`src/hw/rtl/ptftd_pkg.sv`:
```
// Shared types, codes and defaults for the per-task fractional tick divider.
package ptftd_pkg;

  localparam int NUM_TASKS_DEF    = 8;
  localparam int BASE_FREQ_HZ_DEF = 1024;
  localparam int FRAC_BITS_DEF    = 16;

  localparam int MS_PER_SEC = 1000;
  localparam int MS_W       = 10;
  localparam int PERIOD_W   = 16;

  localparam logic [1:0] STAT_OK    = 2'd0;
  localparam logic [1:0] STAT_UNSUP = 2'd1;
  localparam logic [1:0] STAT_RANGE = 2'd2;

  typedef enum logic [2:0] {
    ACT_TICK   = 3'd0,
    ACT_SET_HZ = 3'd1,
    ACT_SET_MS = 3'd2,
    ACT_CLOSE  = 3'd3,
    ACT_ARM    = 3'd4,
    ACT_POLL   = 3'd5
  } action_e;

  typedef enum logic [2:0] {
    ST_IDLE,
    ST_DISPATCH,
    ST_READ,
    ST_EXEC,
    ST_DIV,
    ST_WR_PER,
    ST_DONE
  } state_e;

  typedef struct packed {
    logic latch;
    logic idx_zero;
    logic idx_inc;
    logic rd;
    logic tick_wb;
    logic close_wb;
    logic set_hz;
    logic div_init;
    logic div_step;
    logic set_per;
    logic arm;
    logic poll;
    logic st_unsup;
    logic st_range;
    logic push;
  } cmd_t;

  typedef struct packed {
    action_e action;
    logic    task_ok;
    logic    hz_bad;
    logic    per_bad;
    logic    idx_last;
    logic    div_last;
    logic    out_free;
  } stat_t;

endpackage

```
`src/hw/rtl/ptftd_ctrl.sv`:
```
// Controller state machine that sequences each request through the datapath.
module ptftd_ctrl import ptftd_pkg::*; (
  input  logic  clk_i,
  input  logic  rst_ni,
  input  logic  in_valid_i,
  input  stat_t stat_i,
  output cmd_t  cmd_o,
  output logic  busy_o
);

  state_e state_q, state_d;

  always_ff @(posedge clk_i or negedge rst_ni) begin
    if (!rst_ni) begin
      state_q <= ST_IDLE;
    end else begin
      state_q <= state_d;
    end
  end

  always_comb begin
    state_d = state_q;
    unique case (state_q)
      ST_IDLE: begin
        if (in_valid_i) begin
          state_d = ST_DISPATCH;
        end
      end
      ST_DISPATCH: begin
        priority if (stat_i.action == ACT_TICK) begin
          state_d = ST_READ;
        end else if (!stat_i.task_ok) begin
          state_d = ST_DONE;
        end else begin
          unique case (stat_i.action)
            ACT_SET_MS: state_d = stat_i.per_bad ? ST_DONE : ST_DIV;
            ACT_CLOSE:  state_d = ST_READ;
            default:    state_d = ST_DONE;
          endcase
        end
      end
      ST_READ: state_d = ST_EXEC;
      ST_EXEC: begin
        if (stat_i.action == ACT_TICK && !stat_i.idx_last) begin
          state_d = ST_READ;
        end else begin
          state_d = ST_DONE;
        end
      end
      ST_DIV: begin
        if (stat_i.div_last) begin
          state_d = ST_WR_PER;
        end
      end
      ST_WR_PER: state_d = ST_DONE;
      ST_DONE: begin
        if (stat_i.out_free) begin
          state_d = ST_IDLE;
        end
      end
      default: state_d = ST_IDLE;
    endcase
  end

  always_comb begin
    cmd_o  = '0;
    busy_o = (state_q != ST_IDLE);
    unique case (state_q)
      ST_IDLE: cmd_o.latch = in_valid_i;
      ST_DISPATCH: begin
        priority if (stat_i.action == ACT_TICK) begin
          cmd_o.idx_zero = 1'b1;
        end else if (!stat_i.task_ok) begin
          cmd_o.st_unsup = (stat_i.action != ACT_SET_HZ) && (stat_i.action != ACT_SET_MS)
                        && (stat_i.action != ACT_CLOSE) && (stat_i.action != ACT_ARM)
                        && (stat_i.action != ACT_POLL);
        end else begin
          unique case (stat_i.action)
            ACT_SET_HZ: begin
              cmd_o.st_range = stat_i.hz_bad;
              cmd_o.set_hz   = !stat_i.hz_bad;
            end
            ACT_SET_MS: begin
              cmd_o.st_range = stat_i.per_bad;
              cmd_o.div_init = !stat_i.per_bad;
            end
            ACT_CLOSE: cmd_o.idx_inc = 1'b0;
            ACT_ARM:   cmd_o.arm = 1'b1;
            ACT_POLL:  cmd_o.poll = 1'b1;
            default:   cmd_o.st_unsup = 1'b1;
          endcase
        end
      end
      ST_READ: cmd_o.rd = 1'b1;
      ST_EXEC: begin
        if (stat_i.action == ACT_TICK) begin
          cmd_o.tick_wb = 1'b1;
          cmd_o.idx_inc = !stat_i.idx_last;
        end else begin
          cmd_o.close_wb = 1'b1;
        end
      end
      ST_DIV:    cmd_o.div_step = 1'b1;
      ST_WR_PER: cmd_o.set_per = 1'b1;
      ST_DONE:   cmd_o.push = stat_i.out_free;
      default:   cmd_o = '0;
    endcase
  end

endmodule

```
`src/hw/rtl/ptftd_dp.sv`:
```
// Datapath with task storage, tick update, period divider and output register.
module ptftd_dp import ptftd_pkg::*; #(
  parameter int NUM_TASKS    = NUM_TASKS_DEF,
  parameter int BASE_FREQ_HZ = BASE_FREQ_HZ_DEF,
  parameter int FRAC_BITS    = FRAC_BITS_DEF
) (
  input  logic        clk_i,
  input  logic        rst_ni,
  input  logic [2:0]  action_i,
  input  logic [2:0]  task_req_i,
  input  logic [31:0] value_i,
  input  logic        out_stall_i,
  input  cmd_t        cmd_i,
  output stat_t       stat_o,
  output logic        out_valid_o,
  output logic [1:0]  status_o,
  output logic [7:0]  fired_mask_o,
  output logic        event_flag_o
);

  localparam int IW  = (NUM_TASKS > 1) ? $clog2(NUM_TASKS) : 1;
  localparam int HZW = $clog2(BASE_FREQ_HZ + 1);
  localparam int RW  = HZW + FRAC_BITS;
  localparam int DW  = MS_W + FRAC_BITS;
  localparam int CW  = $clog2(DW);
  localparam logic [RW:0] BaseFixed = (RW+1)'(BASE_FREQ_HZ) << FRAC_BITS;
  localparam logic [DW-1:0] Dividend = {MS_W'(MS_PER_SEC), {FRAC_BITS{1'b0}}};

  logic [2:0]          act_q;
  logic                task_ok_q;
  logic [IW-1:0]       idx_q;
  logic [31:0]         value_q;
  logic [2*RW-1:0]     mem [NUM_TASKS];
  logic [NUM_TASKS-1:0] vld_q;
  logic [NUM_TASKS-1:0] ev_q;
  logic [RW-1:0]       rd_rate_q, rd_acc_q;
  logic [PERIOD_W:0]   rem_q;
  logic [DW-1:0]       quo_q;
  logic [CW-1:0]       cnt_q;
  logic [1:0]          res_status_q;
  logic [7:0]          res_mask_q;
  logic                res_flag_q;
  logic                out_valid_q;
  logic [1:0]          status_q;
  logic [7:0]          fired_q;
  logic                flag_q;

  logic [PERIOD_W-1:0] period;
  logic [29:0]         per_prod;
  logic [RW:0]         sum;
  logic                fire;
  logic [RW-1:0]       acc_new;
  logic [PERIOD_W:0]   trial;
  logic                q_bit;
  logic                we;
  logic [2*RW-1:0]     wdata;
  logic [7:0]          mask_set;

  assign period   = value_q[PERIOD_W-1:0];
  assign per_prod = 30'(BASE_FREQ_HZ) * 30'(period);
  assign sum      = {1'b0, rd_acc_q} + {1'b0, rd_rate_q};
  assign fire     = (rd_rate_q != '0) && (sum >= BaseFixed);
  assign acc_new  = fire ? RW'(sum - BaseFixed) : RW'(sum);
  assign trial    = {rem_q[PERIOD_W-1:0], quo_q[DW-1]};
  assign q_bit    = (trial >= {1'b0, period});

  assign stat_o.action   = action_e'(act_q);
  assign stat_o.task_ok  = task_ok_q;
  assign stat_o.hz_bad   = value_q > 32'(BASE_FREQ_HZ);
  assign stat_o.per_bad  = (period == '0) || (30'(MS_PER_SEC) > per_prod);
  assign stat_o.idx_last = (idx_q == IW'(NUM_TASKS - 1));
  assign stat_o.div_last = (cnt_q == CW'(DW - 1));
  assign stat_o.out_free = !out_valid_q || !out_stall_i;

  always_comb begin
    we    = 1'b0;
    wdata = '0;
    priority if (cmd_i.tick_wb) begin
      we    = (rd_rate_q != '0);
      wdata = {rd_rate_q, acc_new};
    end else if (cmd_i.close_wb) begin
      we    = 1'b1;
      wdata = {{RW{1'b0}}, rd_acc_q};
    end else if (cmd_i.set_hz) begin
      we    = 1'b1;
      wdata = {value_q[HZW-1:0], {FRAC_BITS{1'b0}}, {RW{1'b0}}};
    end else if (cmd_i.set_per) begin
      we    = 1'b1;
      wdata = {RW'(quo_q), {RW{1'b0}}};
    end else begin
      we    = 1'b0;
    end
  end

  always_comb begin
    mask_set = '0;
    for (int i = 0; i < 8; i++) begin
      if (cmd_i.tick_wb && fire && (32'(idx_q) == 32'(i))) begin
        mask_set[i] = 1'b1;
      end
    end
  end

  always_ff @(posedge clk_i) begin
    if (we) begin
      mem[idx_q] <= wdata;
    end
    if (cmd_i.rd) begin
      if (vld_q[idx_q]) begin
        {rd_rate_q, rd_acc_q} <= mem[idx_q];
      end else begin
        {rd_rate_q, rd_acc_q} <= '0;
      end
    end
  end

  always_ff @(posedge clk_i) begin
    if (cmd_i.latch) begin
      act_q     <= action_i;
      task_ok_q <= ({29'b0, task_req_i} < 32'(NUM_TASKS));
      idx_q     <= IW'(task_req_i);
      value_q   <= value_i;
    end else if (cmd_i.idx_zero) begin
      idx_q <= '0;
    end else if (cmd_i.idx_inc) begin
      idx_q <= idx_q + 1'b1;
    end
    if (cmd_i.div_init) begin
      rem_q <= '0;
      quo_q <= Dividend;
      cnt_q <= '0;
    end else if (cmd_i.div_step) begin
      rem_q <= q_bit ? (trial - {1'b0, period}) : trial;
      quo_q <= {quo_q[DW-2:0], q_bit};
      cnt_q <= cnt_q + 1'b1;
    end
    if (cmd_i.push) begin
      status_q <= res_status_q;
      fired_q  <= res_mask_q;
      flag_q   <= res_flag_q;
    end
  end

  always_ff @(posedge clk_i or negedge rst_ni) begin
    if (!rst_ni) begin
      vld_q        <= '0;
      ev_q         <= '0;
      res_status_q <= STAT_OK;
      res_mask_q   <= '0;
      res_flag_q   <= 1'b0;
      out_valid_q  <= 1'b0;
    end else begin
      if (we) begin
        vld_q[idx_q] <= 1'b1;
      end
      if (cmd_i.tick_wb && fire) begin
        ev_q[idx_q] <= 1'b1;
      end else if (cmd_i.arm) begin
        ev_q[idx_q] <= 1'b0;
      end
      if (cmd_i.latch) begin
        res_status_q <= STAT_OK;
        res_mask_q   <= '0;
        res_flag_q   <= 1'b0;
      end else begin
        if (cmd_i.st_unsup) begin
          res_status_q <= STAT_UNSUP;
        end else if (cmd_i.st_range) begin
          res_status_q <= STAT_RANGE;
        end
        res_mask_q <= res_mask_q | mask_set;
        if (cmd_i.poll) begin
          res_flag_q <= ev_q[idx_q];
        end
      end
      if (cmd_i.push) begin
        out_valid_q <= 1'b1;
      end else if (!out_stall_i) begin
        out_valid_q <= 1'b0;
      end
    end
  end

  assign out_valid_o  = out_valid_q;
  assign status_o     = status_q;
  assign fired_mask_o = fired_q;
  assign event_flag_o = flag_q;

endmodule

```
`src/hw/rtl/per_task_fractional_tick_divider_top.sv`:
```
// Top level of the per-task fractional tick divider.
// Each request gets exactly one result. A tick walks all tasks through one storage port, with a
// read state and a write-back state for each task in turn; a period request runs a restoring
// divider one quotient bit a cycle; a close reads and rewrites its entry. One request is in
// work at a time, and a new one is taken while the previous result still waits in the output
// register.
module per_task_fractional_tick_divider_top import ptftd_pkg::*; #(
  parameter int NUM_TASKS    = NUM_TASKS_DEF,
  parameter int BASE_FREQ_HZ = BASE_FREQ_HZ_DEF,
  parameter int FRAC_BITS    = FRAC_BITS_DEF
) (
  input  logic        clk_i,
  input  logic        rst_ni,
  input  logic        in_valid_i,
  output logic        in_stall_o,
  input  logic [2:0]  action_i,
  input  logic [2:0]  task_req_i,
  input  logic [31:0] value_i,
  output logic        out_valid_o,
  input  logic        out_stall_i,
  output logic [1:0]  status_o,
  output logic [7:0]  fired_mask_o,
  output logic        event_flag_o
);

  cmd_t  cmd;
  stat_t stat;

  ptftd_ctrl u_ctrl (
    .clk_i      (clk_i),
    .rst_ni     (rst_ni),
    .in_valid_i (in_valid_i),
    .stat_i     (stat),
    .cmd_o      (cmd),
    .busy_o     (in_stall_o)
  );

  ptftd_dp #(
    .NUM_TASKS    (NUM_TASKS),
    .BASE_FREQ_HZ (BASE_FREQ_HZ),
    .FRAC_BITS    (FRAC_BITS)
  ) u_dp (
    .clk_i        (clk_i),
    .rst_ni       (rst_ni),
    .action_i     (action_i),
    .task_req_i   (task_req_i),
    .value_i      (value_i),
    .out_stall_i  (out_stall_i),
    .cmd_i        (cmd),
    .stat_o       (stat),
    .out_valid_o  (out_valid_o),
    .status_o     (status_o),
    .fired_mask_o (fired_mask_o),
    .event_flag_o (event_flag_o)
  );

endmodule

```
`config.mk`:
```
export PLATFORM = sky130hd
export DESIGN_NAME = per_task_fractional_tick_divider_top
export DESIGN_NICKNAME = d
export VERILOG_FILES = /design/src/hw/rtl/ptftd_pkg.sv /design/src/hw/rtl/ptftd_ctrl.sv /design/src/hw/rtl/ptftd_dp.sv /design/src/hw/rtl/per_task_fractional_tick_divider_top.sv
export SDC_FILE = /design/constraint.sdc
export NUM_CORES = 1
export LEC_CHECK = 0
export BUFFER_PORTS_ARGS = -buffer_cell sky130_fd_sc_hd__buf_2
export CORE_UTILIZATION = 52
export DETAILED_ROUTE_END_ITERATION = 10
export GPL_TIMING_DRIVEN = 0
export PLACE_DENSITY = 0.68
export SETUP_SLACK_MARGIN = 0.05
export SLEW_MARGIN = 25
export SYNTH_ARGS = -nofsm -noshare
export SYNTH_HDL_FRONTEND = slang
export SYNTH_HIERARCHICAL = 1
export SYNTH_SLANG_ARGS = --single-unit
```
`constraint.sdc`:
```
create_clock -name clk_i -period 8.1 [get_ports clk_i]
set_clock_uncertainty 0.05 [all_clocks]
set_input_delay 0.81 -clock clk_i [delete_from_list [all_inputs] [get_ports clk_i]]
set_output_delay 0.81 -clock clk_i [all_outputs]
set_load 0.005 [all_outputs]
```
==> summary.md, run 1 <==
| Metric | Value |
|---|---|
| Static leakage | `9.96 nW` |
| Maximum net fanout on the critical path | `18` |
| Internal | `7.04 mW` |
| Mean cell area of the mapped netlist | `15.1 sq um` |
| Global Route Usage Sum | `0.297` |
| Cell with the largest stage delay on the worst path | `sky130_fd_sc_hd__nor4_1` |
| Data arrival time at the worst-slack endpoint | `4.84 ns` |
| Proportion of power drawn by flip-flops and latches | `0.412` |
| Overall overflow remaining after global route | `0` |
| Max Clock Freq | `229 MHz` |
| Run status | `complete, no violations` |
| Highest cell delay on the worst timing path | `0.79 ns` |
| Portion of synthesized cell area occupied by the leading cell type | `0.644` |
| Async set-or-reset flop fraction in the synthesized netlist | `0.0506` |
| Final instance count without filler cells | `2468` |
| Detailed-route wire length per cell | `29.3 um` |
| Min Tclk post-route | `4.36 ns` |
| Area of the die | `0.0489 sq mm` |
| CP Capture Type | `flip-flop` |
| Largest cells by area after synthesis | `sky130_fd_sc_hd__edfxtp_1 (64%), sky130_fd_sc_hd__dfxtp_1 (3.8%), sky130_fd_sc_hd__a22oi_1 (3.4%)` |
| Hold Buf Count CTS | `0` |
| Crit path kind | `flip-flop to flip-flop` |
| Fraction of power consumed by the clock network | `0.273` |
| Layout cells sized above 1 | `0.140` |
| Final number of setup-violating endpoints | `0` |
| Antenna violations before repair | `0` |
| Total standard cell area after synthesis | `0.0250 sq mm` |
| Post-CTS setup buffers | `0` |
| Total number of yosys warnings | `6` |
| Number of cells upsized or downsized after cts | `0` |
| Final Cell Area | `0.0290 sq mm` |
| Number of I/O port buffers | `54` |
| Relative contribution of combinational cells to total power | `0.314` |
| Pwr per Cell Area | `371 mW/mm^2` |
| Sum of net half-perimeters after detailed placement | `47500 um` |
| Max IR drop VDD | `0.272 mV` |
| First-pass GRT wire length | `105000 um` |
| Number of placement rows | `79` |
| Number of global-route vias before repair | `15.8k` |
| Sequential-to-total area share from yosys stat | `0.712` |
| Synthesized flop and latch total | `613` |
| EDFF count, synth | `535` |
| TritonCTS Buffers | `60` |
| Core Area | `0.0470 sq mm` |
| Synthesized netlist net count | `1745` |
| Hold Violations, Final | `0` |
| Critical path's most frequent cell | `sky130_fd_sc_hd__buf_2` |
| Maximum buffer depth of the clock tree | `3` |
| Count of different cell masters after synthesis | `82` |
| Sw Ratio | `0.345` |
| CTS tree | `done` |
| Total length of routed wires | `72300 um` |
| Clk pin slew, worst setup/hold paths | `0.06 ns` |
| Synthesized netlist cell count | `1649` |
| Die Y | `221 um` |
| Placed inst area | `0.0268 sq mm` |
| First-pass DRT Iterations | `8` |
| Sequence of cells on the critical path | `nor4_1, nand4_1, nor2_1, nand2_1, o41ai_2, buf_2, buf_2, buf_2, nor2b_4, buf_12, buf_12, or2_2` |
| Area grow syn2layout | `16.0%` |
| Sink Count | `613` |
| Routed vias/inst | `6.63` |
| Antenna diode instance count | `0` |
| Total number of nets in the final design | `1905` |
| Pin count of the biggest net entering global routing | `32` |
| Worst-Margin Slew | `1.15 ns` |
| Final antenna-violating net count | `0` |
| Buffer cell driving the clock tree root | `sky130_fd_sc_hd__clkbuf_16` |
| Width of the die | `221 um` |
| DR iter-0 viols | `2108` |
| Placed Cells | `2353` |
| Most area-hungry cell type in the Yosys netlist | `sky130_fd_sc_hd__edfxtp_1` |
| Worst endpoint required time | `8.58 ns` |
| Worst Setup Start Kind | `flip-flop` |
| Period Utilization, post-route | `0.539` |
| Num ports | `55` |
| Insertion delay of the later-clocked pin in the worst-skew pair | `0.65 ns` |
| Setup total negative slack | `0 ns` |
| Normalized max-slew margin | `0.234` |
| Flip-flop cell with the highest count after synthesis | `sky130_fd_sc_hd__edfxtp_1` |
| Initial core utilization | `0.532` |
| GPL Wtd Cong | `0.881` |
| Final Slew Violations | `0` |
| Worst min-delay path category | `input pin to async pin` |
| Setup repair after global routing missed its margin | `no` |
| Count of vias placed by the detailed router | `16.4k` |
| H-Tree Level Count | `2` |
| Switching power of the nets | `3.71 mW` |
| Number of design rule violations left after detail routing | `0` |
| Max-capacitance violation count | `0` |
-- synthesized netlist by cell type (all sizes together) (16+ instances only) --
cell type	n
a211oi	16
a21o	17
a21oi	46
a221oi	55
a22o	96
a22oi	114
a31oi	59
buf	17
clkbuf	78
dfrtp	31
dfxtp	47
edfxtp	535
ha	52
inv	46
mux2i	36
nand2	61
nand3	17
nor2	72
nor3	23
o21ai	28
xnor2	23
-- logic make-up (layout without fill, tap and decap cells) --
logic type,count (synthesis),in the layout,synth area share
xor gates and xnor gates,37,37,0.0130
buffers and inverters,142,354,0.0222
adders and majority gates,54,54,0.0277
DFF,613,613,0.712
AOI/OAI and AO/OA,505,505,0.157
other,1,1,0.000150
and+or+nand+nor,260,260,0.0527
muxes,37,37,0.0149
-- stage by stage --
step / setup WS (ns) / hold WS [ns] / util / power, mW
3_5_place_dp: 3.97 / 0.385 / 0.572 / 7.77
3_3_place_gp: -2.64 / 0.389 / 0.554 / 7.63
2_1_floorplan: 2.14 / 0.375 / - / 6.57
4_1_cts: 3.97 / 0.165 / 0.617 / 10.7
6_report: 3.74 / 0.167 / 0.617 / 10.7
5_1_grt: 3.82 / 0.213 / 0.617 / 11.2
-- worst paths after layout --
| path | startpoint | endpoint | slack, ns | cells past startpoint |
|---|---|---|---|---|
| worst min-delay path | rst_ni | u_ctrl/state_q[2] | 0.17 | 1 |
| min in group clk_i | value_i[8] | u_dp/value_q[8] | 0.29 | 1 |
| worst min register to register | u_dp/res_status_q[0] | u_dp/status_o[0] | 0.40 | 0 |
| max in group asynchronous | rst_ni | u_dp/vld_q[6] | 7.36 | 1 |
| worst max-delay path | u_dp/rd_rate_q[0] | u_dp/vld_q[1] | 3.74 | 12 |
| worst max register to register | u_dp/rd_rate_q[0] | u_dp/vld_q[1] | 3.74 | 12 |
-- layout by cell type, fill, tap and decap left out, drive strengths merged, types with 17 or more instances in the layout --
master	n
a21o	17
dfxtp	47
nor2	72
buf	115
clkbuf	157
a21oi	46
dfrtp	31
a22o	96
ha	52
nand2	61
clkinv	19
inv	46
mux2i	36
a221oi	55
a22oi	114
nor3	23
a31oi	59
xnor2	23
edfxtp	535
o21ai	28
nand3	17
-- final cells by class --
cell class | instances | area [sq um]
clock buffers | 79 | 1670
fillers | 3438 | 18000
inverters | 47 | 176
repair buffers | 98 | 1030
well taps | 607 | 759
multi-input cells | 894 | 6710
flip-flops and latches | 613 | 17800
plain buffers | 95 | 394
clock inverters | 35 | 432
-- flip-flops by register name, indices dropped and copies added, names as in the netlist, 5 cells and up, named ones only --
signal,flops
u_dp/res_mask_q,8
u_dp/quo_q,26
u_dp/rd_acc_q,27
u_dp/value_q,32
u_dp/cnt_q,5
u_dp/rd_rate_q,27
u_dp/vld_q,8
u_dp/rem_q,16
u_dp/fired_mask_o,8
u_dp/mem,432
-- power by group through the flow --
stage	Combinational, mW	Sequential, mW	Clock, mW
2_1_floorplan	2.21	4.36	0
3_3_place_gp	3.09	4.54	0
3_5_place_dp	3.29	4.48	0
4_1_cts	3.32	4.42	2.97
5_1_grt	3.63	4.46	3.09
6_report	3.38	4.43	2.94
-- critical path: cells and delay by family (launching register included) --
family | cells | cell delay (ns)
AND/OR/NAND/NOR | 6 | 2.41
buffers and inverters | 5 | 1.08
flip-flops | 1 | 0.57
AO/OA/AOI/OAI | 1 | 0.14
-- metal layers --
metal / vias to the layer above / wire length, um / GRT usage
met1: 8265 / 28800 / 0.407
met3: 180 / 7240 / 0.0568
met5: - / 0 / 0
met2: 922 / 33100 / 0.467
li1: 6997 / - / -
met4: 0 / 3190 / 0.127
Power figures use the tool's default switching activity.
==> inputs of run 2 (changes only) <==
PLACE_DENSITY = 0.71   (was 0.68)
clock period = 3.5 ns   (was 8.1 ns; I/O delays follow)
==> run 2 against run 1 <==
Compared with the run above: clock power up 110%; flip-flop and latch count unchanged; via count up 1.7%; highest routed layer unchanged; clock-buffer cell count down 5; largest cell class unchanged; register-to-register slack worse by 3.7 ns; power up 130%; final area up 1.6%; critical path type unchanged; first-iteration DRC count up 13%.
==> summary.md, run 2 (synthesis gave the netlist of run 1 again) <==
| Metric | Value |
|---|---|
| Run status | `complete, no violations` |
| Register Area | `0.0178 sq mm (unchanged)` |
| Initial core utilization | `0.532 (unchanged)` |
| Max Clock Freq | `288 MHz (+26%)` |
| GPL Wtd Cong | `0.934 (+6.0%)` |
| Data arrival time at the worst-slack endpoint | `3.75 ns (-1.09 ns)` |
| TritonCTS Buffers | `59 (-1.7%)` |
| Clk pin slew, worst setup/hold paths | `0.06 ns (about the same)` |
| Highest-count cells in the layout ignoring fill and taps | `sky130_fd_sc_hd__edfxtp_1 (535), sky130_fd_sc_hd__a22oi_1 (114), sky130_fd_sc_hd__a22o_1 (96)` |
| Final instance count without filler cells | `2516 (+1.9%)` |
| Fraction of power consumed by the clock network | `0.255 (-0.018)` |
| Static leakage | `10.2 nW (+2.6%)` |
| Area of the die | `0.0489 sq mm (unchanged)` |
| Number of global-route vias before repair | `16.3k (+2.8%)` |
| Hold Violations, Final | `0 (unchanged)` |
| First-pass GRT wire length | `107000 um (+1.3%)` |
| Count of vias placed by the detailed router | `16.6k (+1.7%)` |
| Filler Cells Inserted | `3314 (-3.6%)` |
| Insertion delay of the later-clocked pin in the worst-skew pair | `0.65 ns (about the same)` |
| Buffer cell driving the clock tree root | `sky130_fd_sc_hd__clkbuf_16` |
| First-pass DRT Iterations | `8 (unchanged)` |
| Total power consumption of the routed design | `24.5 mW (+130%)` |
| Switching power of the nets | `8.60 mW (+130%)` |
| Maximum buffer depth of the clock tree | `3 (unchanged)` |
| Internal | `15.9 mW (+130%)` |
| Final Slew Violations | `0 (unchanged)` |
| Placed inst area | `0.0269 sq mm (+0.22%)` |
| CP Capture Type | `flip-flop` |
| Routed vias/inst | `6.62 (-0.23%)` |
| Overall overflow remaining after global route | `0 (unchanged)` |
| Pin count of the biggest net entering global routing | `32 (unchanged)` |
| Setup total negative slack | `0 ns (unchanged)` |
| Worst Setup Start Kind | `flip-flop` |
| Detailed-route wire length per cell | `29.1 um (-0.73%)` |
| Crit path kind | `flip-flop to flip-flop` |
| Max-capacitance violation count | `0 (unchanged)` |
| Proportion of power drawn by flip-flops and latches | `0.419 (+0.007)` |
| Sw Ratio | `0.351 (+0.00591)` |
| Normalized max-slew margin | `0.233 (-0.00161)` |
| Number of placement rows | `79 (unchanged)` |
| Number of I/O port buffers | `54 (unchanged)` |
| Antenna diode instance count | `0 (unchanged)` |
| Registers with the most flip-flops | `u_dp/mem (432), u_dp/value_q (32)` |
| Area of combinational cells with multiple inputs | `0.00679 sq mm (+1.2%)` |
| Sink Count | `613 (unchanged)` |
| Worst endpoint required time | `3.79 ns (-4.79 ns)` |
| Placed Cells | `2348 (-0.21%)` |
| Antenna violations before repair | `0 (unchanged)` |
| Worst-Margin Slew | `1.15 ns (+0.00241 ns)` |
| Final antenna-violating net count | `0 (unchanged)` |
| Period Utilization, post-route | `0.991 (+0.452)` |
| Flip-flop count of the largest register after layout | `432 (unchanged)` |
| Final number of setup-violating endpoints | `0 (unchanged)` |
| Num ports | `55 (unchanged)` |
| Width of the die | `221 um (unchanged)` |
| Area grow syn2layout | `17.9%` |
| Sum of net half-perimeters after detailed placement | `47400 um (-0.26%)` |
| Utilization after layout | `0.627 (+0.00986)` |
| Worst min-delay path category | `input pin to flip-flop` |
| Max IR drop VDD | `0.436 mV (+60%)` |
| Die Y | `221 um (unchanged)` |
| Relative contribution of combinational cells to total power | `0.326 (+0.012)` |
| H-Tree Level Count | `2 (unchanged)` |
| Setup repair after global routing missed its margin | `no` |
| Leading cell type in the layout, fill and taps excluded | `sky130_fd_sc_hd__edfxtp_1` |
| DR iter-0 viols | `2390 (+13%)` |
| Global Route Usage Sum | `0.299 (+0.00250)` |
| Total length of routed wires | `73200 um (+1.2%)` |
| Number of design rule violations left after detail routing | `0 (unchanged)` |
| Min Tclk post-route | `3.47 ns (-0.896 ns)` |
| Maximum net fanout on the critical path | `16 (-2)` |
| Final Cell Area | `0.0294 sq mm (+1.6%)` |
| Register containing the most flip-flops in the final layout | `u_dp/mem` |
| Core Area | `0.0470 sq mm (unchanged)` |
| CTS tree | `done` |
| Total number of nets in the final design | `1955 (+2.6%)` |
| Layout cells sized above 1 | `0.154 (+0.0138)` |
| Pwr per Cell Area | `834 mW/mm^2 (+120%)` |
[run 2: cell count changes in the layout (fill, tap and decap cells not counted), sizes merged]
| cell | before | now |
|---|---|---|
| clkinv | 19 | 24 |
| inv | 46 | 49 |
| bufinv | 8 | 5 |
| clkbuf | 157 | 150 |
| clkdlybuf4s15 | 0 | 3 |
| dlygate4sd3 | 0 | 40 |
| clkinvlp | 9 | 6 |
| buf | 115 | 125 |
[run 2: worst max-delay path, cell delays in order (launching register included)]
cell                       delay (ns)
sky130_fd_sc_hd__edfxtp_1        0.35
sky130_fd_sc_hd__buf_2           0.22
sky130_fd_sc_hd__inv_1           0.17
sky130_fd_sc_hd__nor3_1          0.65
sky130_fd_sc_hd__clkbuf_2        0.53
sky130_fd_sc_hd__nor2b_4         0.72
sky130_fd_sc_hd__buf_16          0.25
sky130_fd_sc_hd__buf_16          0.17
[run 2: path summary, 6_finish.rpt]
check                                    from              endpoint  slack [ns]  cells past startpoint
max                             u_dp/idx_q[2]       u_dp/mem[4][35]        0.03                      7
max in group asynchronous              rst_ni         u_dp/vld_q[1]        2.67                      2
min reg2reg                u_dp/res_mask_q[4]  u_dp/fired_mask_o[4]        0.41                      0
min                                in_valid_i     u_ctrl/state_q[0]        0.05                      4
max reg2reg                     u_dp/idx_q[2]       u_dp/mem[4][35]        0.03                      7
min in group asynchronous              rst_ni      u_dp/out_valid_o        0.25                      2
[run 2: power by group through the flow]
stage	Clock [mW]	Combinational, mW	Sequential [mW]
final	6.24	8.00	10.3
after global routing	6.57	8.52	10.3
after CTS	6.31	7.77	10.2
after detailed placement	0	7.63	10.4
after global placement	0	7.11	10.5
after floorplan	0	5.12	10.1
[run 2: area by class of cell]
class                   instances  area share
flip-flops and latches        613       0.604
multi-input cells             894       0.231
repair buffers                149      0.0536
clock buffers                  74      0.0521
well taps                     607      0.0258
plain buffers                  95      0.0153
clock inverters                37      0.0121
inverters                      47     0.00600
[run 2: per-stage QoR]
stage | hold WS [ns] | setup slack, ns
floorplan | 0.00441 | -1.04
global placement | 0.374 | -4.38
detailed placement | 0.385 | -0.462
CTS | 0.0243 | 0.0514
global route | 0.0640 | 0.0519
finish | 0.0481 | 0.0319
[run 2: timing repair]
item                                    CTS  global route
endpoints found under the setup margin  560           264
endpoints found under the hold margin    70             0
hold buffers                             40             0
pin swaps                                 3             7
gates resized for setup                  20            29
setup buffers                            11             6
[run 2: per-layer routing]
metal	global-route usage	vias up	wire (um)	share of wire
li1	-	7091	-	-
met3	0.0651	225	8280	0.11
met5	0	-	0	0
met1	0.403	8248	28000	0.38
met4	0.152	0	4020	0.055
met2	0.462	1080	32900	0.45
